$ cat src/rtl/core/hsv2rgb_pkg.sv
// Shared constants and types for the HSV to RGB converter.
`default_nettype none

package hsv2rgb_pkg;

  localparam int unsigned HueW   = 9;
  localparam int unsigned FracW  = 17;   // Q1.16 saturation / brightness
  localparam int unsigned WeightW = 6;   // hexcone weight f, 0..60
  localparam int unsigned ByteW  = 8;

  localparam logic [FracW-1:0] Q16One = 17'd65536;

  localparam logic [HueW-1:0] HueSector    = 9'd60;
  localparam logic [HueW-1:0] HueDouble    = 9'd120;
  localparam logic [HueW-1:0] HueHalf      = 9'd180;
  localparam logic [HueW-1:0] HueTwoThirds = 9'd240;
  localparam logic [HueW-1:0] HueFiveSixth = 9'd300;
  localparam logic [HueW-1:0] HueFull      = 9'd360;

  // floor(t / 60) == (t * Recip60) >> Recip60Shift for t <= 15300
  localparam logic [14:0] Recip60      = 15'd17477;
  localparam int unsigned Recip60Shift = 20;
  localparam logic [13:0] ScaledMax    = 14'd15300;  // 255 * 60

  typedef enum logic [2:0] {
    SEC_RED_YEL  = 3'd0,
    SEC_YEL_GRN  = 3'd1,
    SEC_GRN_CYAN = 3'd2,
    SEC_CYAN_BLU = 3'd3,
    SEC_BLU_MAG  = 3'd4,
    SEC_MAG_RED  = 3'd5
  } sector_e;

  typedef struct packed {
    sector_e              sector;
    logic [WeightW-1:0]   weight;  // 60 - |(H mod 120) - 60|
  } hue_dec_t;

endpackage : hsv2rgb_pkg

`default_nettype wire

$ cat src/rtl/core/hsv_to_rgb_convert.sv
// Top level: six-stage pipelined HSV to RGB pixel converter.
// An accepted input transaction moves through the stage registers in order up to m_axis_tvalid.
// Throughput: one pixel per cycle; the pipeline advances as a whole whenever
//   the output register is empty or is being taken, so a stall holds every stage.
// Reset: rst_ni (async, active low) clears all stage valid bits; data regs
//   carry no reset. No state is kept between pixels.
`default_nettype none

module hsv_to_rgb_convert
  import hsv2rgb_pkg::*;
(
  input  wire logic        clk_i,
  input  wire logic        rst_ni,
  input  wire logic        s_axis_tvalid,
  output logic             s_axis_tready,
  // [8:0] hue, [25:9] saturation, [42:26] brightness, [47:43] zero pad
  input  wire logic [47:0] s_axis_tdata,
  output logic             m_axis_tvalid,
  input  wire logic        m_axis_tready,
  // [7:0] red, [15:8] green, [23:16] blue
  output logic [23:0]      m_axis_tdata
);

  localparam int unsigned Stages = 6;

  // Stage valid bits; the last one is the output register valid.
  logic [Stages-1:0] vld_q, vld_d;
  logic              en;

  assign en            = ~vld_q[Stages-1] | m_axis_tready;
  assign s_axis_tready = en;
  assign m_axis_tvalid = vld_q[Stages-1];

  assign vld_d = {vld_q[Stages-2:0], s_axis_tvalid};

  always_ff @(posedge clk_i or negedge rst_ni) begin
    if (!rst_ni) begin
      vld_q <= '0;
    end else if (en) begin
      vld_q <= vld_d;
    end
  end

  // ---------------------------------------------------------------------
  // Stage 1: clamp S and V to one, decode hue.
  // ---------------------------------------------------------------------
  logic [HueW-1:0]  hue_in;
  logic [FracW-1:0] sat_in, bri_in;
  hue_dec_t         hue_dec;

  assign hue_in = s_axis_tdata[8:0];
  assign sat_in = s_axis_tdata[25:9];
  assign bri_in = s_axis_tdata[42:26];

  hsv2rgb_sector u_sector (
    .hue_i (hue_in),
    .dec_o (hue_dec)
  );

  logic [FracW-1:0] s1_q, s1_d, v1_q, v1_d;
  hue_dec_t         dec1_q;

  assign s1_d = (sat_in > Q16One) ? Q16One : sat_in;
  assign v1_d = (bri_in > Q16One) ? Q16One : bri_in;

  always_ff @(posedge clk_i) begin
    if (en) begin
      s1_q   <= s1_d;
      v1_q   <= v1_d;
      dec1_q <= hue_dec;
    end
  end

  // ---------------------------------------------------------------------
  // Stage 2: chroma C = S*V (Q2.32), C channel byte = floor(255*V/2^16).
  // ---------------------------------------------------------------------
  logic [2*FracW-1:0] sv_full;
  logic [24:0]        v255;
  logic [32:0]        sv2_q, sv2_d;
  logic [FracW-1:0]   v2_q;
  logic [ByteW-1:0]   bc2_q, bc2_d;
  hue_dec_t           dec2_q;

  assign sv_full = s1_q * v1_q;
  assign sv2_d   = sv_full[32:0];            // at most 2^32
  assign v255    = {v1_q, 8'b0} - {8'b0, v1_q};
  assign bc2_d   = v255[23:16];

  always_ff @(posedge clk_i) begin
    if (en) begin
      sv2_q  <= sv2_d;
      v2_q   <= v1_q;
      bc2_q  <= bc2_d;
      dec2_q <= dec1_q;
    end
  end

  // ---------------------------------------------------------------------
  // Stage 3: offset m = V - C, secondary product C*f.
  // ---------------------------------------------------------------------
  logic [32:0]      m3_q, m3_d;
  logic [38:0]      svf3_q, svf3_d;
  logic [ByteW-1:0] bc3_q;
  sector_e          sec3_q;

  assign m3_d   = {v2_q, 16'b0} - sv2_q;
  assign svf3_d = sv2_q * dec2_q.weight;

  always_ff @(posedge clk_i) begin
    if (en) begin
      m3_q   <= m3_d;
      svf3_q <= svf3_d;
      bc3_q  <= bc2_q;
      sec3_q <= dec2_q.sector;
    end
  end

  // ---------------------------------------------------------------------
  // Stage 4: X numerator 60*m + C*f (over 60*2^32), zero channel byte.
  // ---------------------------------------------------------------------
  logic [40:0]      m255;
  logic [38:0]      n_sum;
  logic [37:0]      n4_q;
  logic [ByteW-1:0] bz4_q, bz4_d, bc4_q;
  sector_e          sec4_q;

  assign m255  = {m3_q, 8'b0} - {8'b0, m3_q};
  assign bz4_d = m255[39:32];
  assign n_sum = {m3_q, 6'b0} - {4'b0, m3_q, 2'b0} + svf3_q;

  always_ff @(posedge clk_i) begin
    if (en) begin
      n4_q   <= n_sum[37:0];   // at most 60 * 2^32
      bz4_q  <= bz4_d;
      bc4_q  <= bc3_q;
      sec4_q <= sec3_q;
    end
  end

  // ---------------------------------------------------------------------
  // Stage 5: t = floor(255*N / 2^32), at most 255*60.
  // ---------------------------------------------------------------------
  logic [45:0]      n255;
  logic [13:0]      t5_q;
  logic [ByteW-1:0] bz5_q, bc5_q;
  sector_e          sec5_q;

  assign n255 = {n4_q, 8'b0} - {8'b0, n4_q};

  always_ff @(posedge clk_i) begin
    if (en) begin
      t5_q   <= n255[45:32];
      bz5_q  <= bz4_q;
      bc5_q  <= bc4_q;
      sec5_q <= sec4_q;
    end
  end

  // ---------------------------------------------------------------------
  // Stage 6: X byte = floor(t/60) by reciprocal, channel routing, output.
  // ---------------------------------------------------------------------
  logic [28:0]      t_recip;
  logic [ByteW-1:0] bx6;
  logic [ByteW-1:0] red_d, green_d, blue_d;
  logic [ByteW-1:0] red_q, green_q, blue_q;

  assign t_recip = t5_q * Recip60;
  assign bx6     = t_recip[Recip60Shift+ByteW-1:Recip60Shift];

  always_comb begin
    case (sec5_q)
      SEC_RED_YEL:  begin red_d = bc5_q; green_d = bx6;   blue_d = bz5_q; end
      SEC_YEL_GRN:  begin red_d = bx6;   green_d = bc5_q; blue_d = bz5_q; end
      SEC_GRN_CYAN: begin red_d = bz5_q; green_d = bc5_q; blue_d = bx6;   end
      SEC_CYAN_BLU: begin red_d = bz5_q; green_d = bx6;   blue_d = bc5_q; end
      SEC_BLU_MAG:  begin red_d = bx6;   green_d = bz5_q; blue_d = bc5_q; end
      default:      begin red_d = bc5_q; green_d = bz5_q; blue_d = bx6;   end
    endcase
  end

  always_ff @(posedge clk_i) begin
    if (en) begin
      red_q   <= red_d;
      green_q <= green_d;
      blue_q  <= blue_d;
    end
  end

  assign m_axis_tdata = {blue_q, green_q, red_q};

  // ---------------------------------------------------------------------
  // Assertions
  // ---------------------------------------------------------------------
  a_accept_fills_stage1 : assert property (@(posedge clk_i) disable iff (!rst_ni)
    s_axis_tvalid && s_axis_tready |=> vld_q[0])
    else $error("accepted transaction did not enter stage 1");

  a_weight_range : assert property (@(posedge clk_i) disable iff (!rst_ni)
    vld_q[0] |-> dec1_q.weight <= HueSector[WeightW-1:0])
    else $error("hexcone weight above 60");

  a_chroma_le_value : assert property (@(posedge clk_i) disable iff (!rst_ni)
    vld_q[1] |-> sv2_q <= {v2_q, 16'b0})
    else $error("chroma exceeds value, offset would wrap");

  a_scaled_range : assert property (@(posedge clk_i) disable iff (!rst_ni)
    vld_q[4] |-> t5_q <= ScaledMax)
    else $error("scaled secondary numerator out of range");

  a_stall_holds : assert property (@(posedge clk_i) disable iff (!rst_ni)
    vld_q[4] && !en |=> $stable(t5_q) && $stable(bc5_q) && $stable(bz5_q))
    else $error("stage 5 data changed during stall");

endmodule : hsv_to_rgb_convert

`default_nettype wire

$ cat src/rtl/core/hsv2rgb_sector.sv
// Hue decode: wrap, 60-degree sector and secondary weight.
`default_nettype none

module hsv2rgb_sector
  import hsv2rgb_pkg::*;
(
  input  wire logic [HueW-1:0] hue_i,
  output hue_dec_t             dec_o
);

  logic [HueW-1:0] hue_wrap;
  logic [HueW-1:0] hue_mod;   // hue mod 120
  logic [HueW-1:0] weight;

  always_comb begin
    hue_wrap = (hue_i >= HueFull) ? hue_i - HueFull : hue_i;

    if (hue_wrap >= HueTwoThirds) begin
      hue_mod = hue_wrap - HueTwoThirds;
    end else if (hue_wrap >= HueDouble) begin
      hue_mod = hue_wrap - HueDouble;
    end else begin
      hue_mod = hue_wrap;
    end

    weight = (hue_mod <= HueSector) ? hue_mod : HueDouble - hue_mod;

    if (hue_wrap >= HueFiveSixth) begin
      dec_o.sector = SEC_MAG_RED;
    end else if (hue_wrap >= HueTwoThirds) begin
      dec_o.sector = SEC_BLU_MAG;
    end else if (hue_wrap >= HueHalf) begin
      dec_o.sector = SEC_CYAN_BLU;
    end else if (hue_wrap >= HueDouble) begin
      dec_o.sector = SEC_GRN_CYAN;
    end else if (hue_wrap >= HueSector) begin
      dec_o.sector = SEC_YEL_GRN;
    end else begin
      dec_o.sector = SEC_RED_YEL;
    end
    dec_o.weight = weight[WeightW-1:0];
  end

endmodule : hsv2rgb_sector

`default_nettype wire

$ cat config.mk
export PLATFORM = sky130hd
export DESIGN_NAME = hsv_to_rgb_convert
export DESIGN_NICKNAME = d
export VERILOG_FILES = /design/src/rtl/core/hsv2rgb_pkg.sv /design/src/rtl/core/hsv_to_rgb_convert.sv /design/src/rtl/core/hsv2rgb_sector.sv
export SDC_FILE = /design/constraint.sdc
export NUM_CORES = 2
export LEC_CHECK = 0
export CAP_MARGIN = 30
export CORE_ASPECT_RATIO = 0.9
export CORE_MARGIN = 3
export CORE_UTILIZATION = 30
export DETAILED_ROUTE_END_ITERATION = 10
export DONT_BUFFER_PORTS = 1
export GPL_TIMING_DRIVEN = 0
export SLEW_MARGIN = 20
export SYNTH_ARGS = -nofsm -noshare
export SYNTH_HDL_FRONTEND = slang
export SYNTH_SLANG_ARGS = --single-unit
export TNS_END_PERCENT = 20
$ cat constraint.sdc
create_clock -name clk_i -period 14.5 [get_ports clk_i]
set_input_delay 0 -clock clk_i [delete_from_list [all_inputs] [get_ports clk_i]]
set_output_delay 0 -clock clk_i [all_outputs]
set_load 0.01 [all_outputs]
---- After elaboration in Yosys (flattened, before gate mapping) ----
Cells that the tools add are included.
storage, ports and cells
  register bits ........................... 312
  latch bits .............................. 0
  memory bits (writable) .................. 0
  bits in read-only memories .............. 0
  bits of input ports ..................... 52
  word-level logic and storage cells ...... 73
  memories kept ........................... 0
cells by class
  $add $sub $neg .......................... 10
  $mul .................................... 3
  divide/modulo/power cells ............... 0
  magnitude comparators ................... 9
  eq/ne operators ......................... 4
  shifts and indexed selects .............. 0
  muxes and demuxes ....................... 11
  bitwise operators ....................... 2
  reduce and logical (&&, ||, !) cells .... 8
operators with widths
  cell                                                               count
  case mux 8 bit (2 select lines)                                    3
  subtractor 46 x 38 -> 46 bit                                       1
  subtractor 40 x 33 -> 40 bit                                       1
  adder 38 bit                                                       1
  multiplier 33 x 6 -> 38 bit                                        1
  subtractor 38 x 35 -> 38 bit                                       1
  > comparator 17 bit, second input constant                         2
  multiplier 17 x 17 -> 33 bit                                       1
  subtractor 33 bit                                                  1
  multiplier 14 x 15 -> 28 bit, second input constant                1
  2-to-1 mux 9 bit                                                   3
  subtractor 24 x 17 -> 24 bit                                       1
  greater-or-equal comparator 9 x 8 -> 1 bit, second input constant  2
  greater-or-equal comparator 9 bit, second input constant           2
  OR reduction 2 bit                                                 7
  greater-or-equal comparator 9 x 6 -> 1 bit, second input constant  1
  greater-or-equal comparator 9 x 7 -> 1 bit, second input constant  1
  less-or-equal comparator 9 x 6 -> 1 bit, second input constant     1
  subtractor 9 x 7 -> 9 bit, second input constant                   1
  subtractor 9 x 8 -> 9 bit, second input constant                   1
  subtractor 9 bit, second input constant                            1
  == test 3 x 2 -> 1 bit, second input constant                      2
  2-to-1 mux 3 bit                                                   2
  2-to-1 mux 6 bit                                                   1
  other kinds (7)                                                    8

---- Longest topological paths before layout ----
  depth in word-level cells ............... 7
  gate-level depth with buffers ........... 25
  gate-level depth less buffers ........... 24

---- Modules after synthesis ----
From an unflattened synthesis, not the netlist that was laid out.
second synthesis, totals
  cells, all modules ...................... 3583
  area, all modules ....................... 34979.8 µm²
by module, submodules not included
  module              times used  cells an instance  area each (µm²)
  hsv_to_rgb_convert  1           3472               34179.0
  hsv2rgb_sector      1           111                800.8

---- Worst setup path before layout ----
Ideal clock, no wire load.
  path kind ............................... register to register
  start point ............................. register vld_q[5]
  end point ............................... register vld_q[0]
  setup time .............................. 112 ps
  arrival time ............................ 10245 ps
  path slack .............................. 4143 ps
  cell stages (with the launch flop) ...... 4
  path buffers ............................ 1
  clock period less this slack ............ 10357 ps
  cells stage by stage .................... dfrtp_1 nand2b_1 clkbuf_1 mux2_2
on the way
  cells in the longest elaborated chain, start to end .. 2
RTL lines
  element                  RTL line                  RTL
  start, declared          hsv_to_rgb_convert.sv:27  logic [Stages-1:0] vld_q, vld_d;
  start signal, assigned   hsv_to_rgb_convert.sv:40  vld_q <= vld_d;
  NOT 1 bit                hsv_to_rgb_convert.sv:30  assign en = ~vld_q[Stages-1] | m_axis_tready;
  OR 1 bit                 hsv_to_rgb_convert.sv:30
  named net s_axis_tready  hsv_to_rgb_convert.sv:15  output logic s_axis_tready,
The timed path passes the listed nets, and every way through them passes these cells.
A chain may end at the register's enable or synchronous reset.

---- Worst setup path after layout ----
  start point ............................. register v1_q[13]
  end point ............................... register sv2_q[32], data pin
on the way
  cells in the longest elaborated chain, start to end .. 1
RTL lines
  element                       RTL line                  RTL
  start, declared               hsv_to_rgb_convert.sv:60  logic [FracW-1:0] s1_q, s1_d, v1_q, v1_d;
  start signal, assigned        hsv_to_rgb_convert.sv:69  v1_q <= v1_d;
  multiplier 17 x 17 -> 33 bit  hsv_to_rgb_convert.sv:84  assign sv_full = s1_q * v1_q;
  named net sv_full[32]         hsv_to_rgb_convert.sv:77  logic [2*FracW-1:0] sv_full;
  end signal, assigned          hsv_to_rgb_convert.sv:91  sv2_q <= sv2_d;
  end, declared                 hsv_to_rgb_convert.sv:79  logic [32:0] sv2_q, sv2_d;
The timed path passes the listed nets, and every way through them passes these cells.

==> results.json <==
{
  "clk_latency_ns": 0.58,
  "io_buffers": 0,
  "synth_cell_types": 90,
  "cap_violations": 0,
  "root_buffer": "clkbuf_16",
  "dr.pass1.iters": 8,
  "grt-ovfl-total": 0,
  "slew_viol_final": 0,
  "cts_setup_buffers": 0,
  "first_global_vias": 24900,
  "hold_viol": 0,
  "yosys.area_share.simple_pct": 13.5,
  "cp-start-kind": "register",
  "tightest_slew_ns": 0.831,
  "synth_area_sq_um": 34600,
  "required_ns": 14.81,
  "yosysWarningCount": 0,
  "routed_wl_mm": 84.2,
  "fmax_mhz": 128,
  "route.vias.total": 24400,
  "wl_per_cell_um": 16.4,
  "synthXorXnorAreaFrac_pct": 3.88,
  "placementRows": 117,
  "layout_commonest_cell": "inv_1",
  "synth_edf_count": 306,
  "yosysSeqAreaShare_pct": 27.0,
  "synth_ff_type": "edfxtp_1",
  "ios": 78,
  "cts.sinks": 312,
  "whs_path_depth": 3,
  "cp.arrival_ns": 8.13,
  "chipHeight_um": 328,
  "cts_made_buffers": 35,
  "grt_use_met1_pct": 19.7,
  "globalplace.congestion": 0.918,
  "htree_levels": 2,
  "avgSynthCellArea_sq_um": 9.80,
  "synth_compound_area_share_pct": 10.6,
  "skew_ns": 0.0303,
  "grt_pass1_wl_mm": 136,
  "insertedDiodeCount": 0,
  "synth_nets": 4337,
  "route.detailed.drc": 0,
  "seq_area_sq_um": 9340,
  "fp.dieW_um": 364,
  "final.min_clock_period_ns": 7.82,
  "use_met2_pct": 22.9,
  "grt_setup_unrepaired": "false",
  "grtUsageMet3_pct": 2.28,
  "setup_violations": 0,
  "nets": 4424,
  "crit_type": "register to register",
  "die_area_sq_um": 119000,
  "worstPathMaxFanout": 10,
  "mostFrequentLayoutCells": "inv_1 (667), nand2_1 (437), fa_1 (396)",
  "muxShareOfSynthArea_pct": 0.471,
  "grt_usage_pct": 14.3,
  "core_sq_um": 114000,
  "top_usage_layer": "met2",
  "reg2reg_depth": 23,
  "n_fill_cell": 11500,
  "dp_hpwl_mm": 67.1,
  "multi_input_area_sq_um": 22300,
  "ant_nets": 0,
  "antenna_found_initial": 3,
  "tns_ns": 0,
  "status": "finished, final reports clean",
  "drive_above_1_share_pct": 2.69,
  "syn2layout_area_growth_pct": 10.5,
  "hold_class": "input port to register",
  "clk_pin_slew_worst_paths_ns": 0.06,
  "cts_buffer_depth": 3,
  "synthAdderAreaFrac_pct": 36.1,
  "syn_inst": 3525,
  "start_util_pct": 30.4,
  "routed_via_density": 4.77,
  "grt_max_degree": 59,
  "cts_tree": "built",
  "synth_top_family_by_area": "adder cells",
  "async_flop_share_pct": 1.92,
  "cts_resized": 0,
  "cp-end-kind": "register",
  "finalCritPeriodShare_pct": 53.9,
  "relSlewSlack_pct": 44.6,
  "synth.ff_latch_count": 312,
  "drt_first_iter_violations": 1441
}
-- state kept, by name, summed over array words and instances (netlist names), 6 cells and up --
register,flops
bc2_q,8
bc3_q,8
bc4_q,8
bc5_q,8
blue_q,8
bz4_q,8
bz5_q,8
dec1_q,9
dec2_q,9
green_q,8
m3_q,33
n4_q,38
red_q,8
s1_q,17
sv2_q,33
svf3_q,38
t5_q,14
v1_q,17
v2_q,17
vld_q,6
-- worst max-delay path, cell delays in order (launching register included) --
cell and delay [ns]:
edfxtp_1 0.37, clkbuf_1 0.64, clkbuf_1 0.51, nand2_1 0.16
fa_1 0.57, inv_1 0.05, fa_1 0.46, fa_1 0.52
fa_1 0.52, fa_1 0.54, inv_1 0.06, fa_1 0.54
inv_1 0.04, ha_1 0.36, a21oi_1 0.18, nor2b_1 0.06
o21ai_0 0.16, nand2b_1 0.07, a31oi_1 0.33, o211ai_1 0.25
a311oi_1 0.48, a2111oi_0 0.18, or3_1 0.33, a31o_1 0.19
-- metrics by stage --
| stage | cell area, sq um | setup slack (ns) | cells | hold slack (ns) | util, % |
|---|---|---|---|---|---|
| floorplan | 34600 | 4.14 | 3525 | -0.296 | - |
| detailed placement | 36600 | 6.77 | 5018 | -0.295 | 32.1 |
| finish | 38200 | 6.68 | 5124 | 0.113 | 33.6 |
| global placement | 36400 | 0.0740 | 5012 | -0.295 | 32.0 |
| CTS | 38200 | 6.71 | 5123 | 0.0596 | 33.6 |
| global route | 38200 | 6.33 | 5124 | 0.0843 | 33.6 |
-- layer usage --
| metal | share of wire [%] | routed length, um |
|---|---|---|
| met1 | 46 | 38400 |
| met2 | 46 | 38300 |
| met5 | 0.013 | 11 |
| met4 | 3.2 | 2700 |
| met3 | 5.7 | 4810 |
-- cell usage after synthesis (6+ instances only) --
| cell type | instances | area [sq um] |
|---|---|---|
| edfxtp_1 | 306 | 9190 |
| a21boi_0 | 8 | 60.1 |
| nor3_1 | 37 | 185 |
| or3_1 | 12 | 75.1 |
| o21a_1 | 22 | 165 |
| xnor2_1 | 111 | 972 |
| fa_1 | 396 | 7930 |
| xor2_1 | 42 | 368 |
| a21o_1 | 83 | 623 |
| o21ai_0 | 86 | 430 |
| o22a_1 | 6 | 52.6 |
| a22oi_1 | 7 | 52.6 |
| nand4_1 | 18 | 113 |
| a41oi_1 | 7 | 61.3 |
| a31oi_1 | 15 | 93.8 |
| mux2_2 | 6 | 67.6 |
| a221oi_1 | 10 | 87.6 |
| nand2_1 | 437 | 1640 |
| o211ai_1 | 18 | 135 |
| o21bai_1 | 20 | 150 |
| o21ai_1 | 7 | 35.0 |
| dfrtp_1 | 6 | 150 |
| inv_1 | 667 | 2500 |
| a2111oi_0 | 8 | 70.1 |
| clkbuf_1 | 95 | 357 |
| ha_1 | 364 | 4550 |
| and3_1 | 17 | 106 |
| o31ai_1 | 10 | 75.1 |
| nand3_1 | 34 | 170 |
| and2_1 | 157 | 982 |
| nor2b_1 | 43 | 269 |
| a21oi_1 | 140 | 701 |
| a211oi_1 | 18 | 135 |
| nand3b_1 | 6 | 45.0 |
| o22ai_1 | 15 | 93.8 |
| nor4_1 | 22 | 138 |
| nor2_1 | 129 | 484 |
| mux2i_1 | 8 | 80.1 |
| nand2b_1 | 26 | 163 |
-- logic make-up (layout without fill, tap and decap cells) --
family          count (synthesis)  in the layout
simple gates                  970            970
buf+inv                       771            883
fa+ha+maj                     760            760
compound gates                544            544
flops                         312            312
xor+xnor                      153            153
mux                            15             15
-- path summary, 6_finish.rpt --
check	start	endpoint	slack [ns]
min in group asynchronous	rst_ni	vld_q[5]	0.29
min reg2reg	bc3_q[4]	bc4_q[4]	0.41
max in group asynchronous	rst_ni	vld_q[3]	13.98
max	v1_q[13]	sv2_q[32]	6.68
max reg2reg	v1_q[13]	sv2_q[32]	6.68
min	s_axis_tdata[8]	dec1_q[7]	0.11
-- area by class of cell --
| class | instances | area share (%) |
|---|---|---|
| clock inverter | 25 | 0.764 |
| sequential | 312 | 24.5 |
| clock buffer | 37 | 2.31 |
| multi-input combinational | 2442 | 58.5 |
| inverter | 671 | 6.60 |
| timing repair buffer | 50 | 1.51 |
| buffer | 100 | 1.00 |
| tap | 1487 | 4.87 |
-- repair_timing --
item,4_1_cts,5_1_grt
endpoints found under the hold margin,49,0
setup endpoints to repair,0,0
hold buffers,43,0
Power is not shown: default switching activity piles up to over one toggle a cycle in this logic, so the estimate is an artifact.
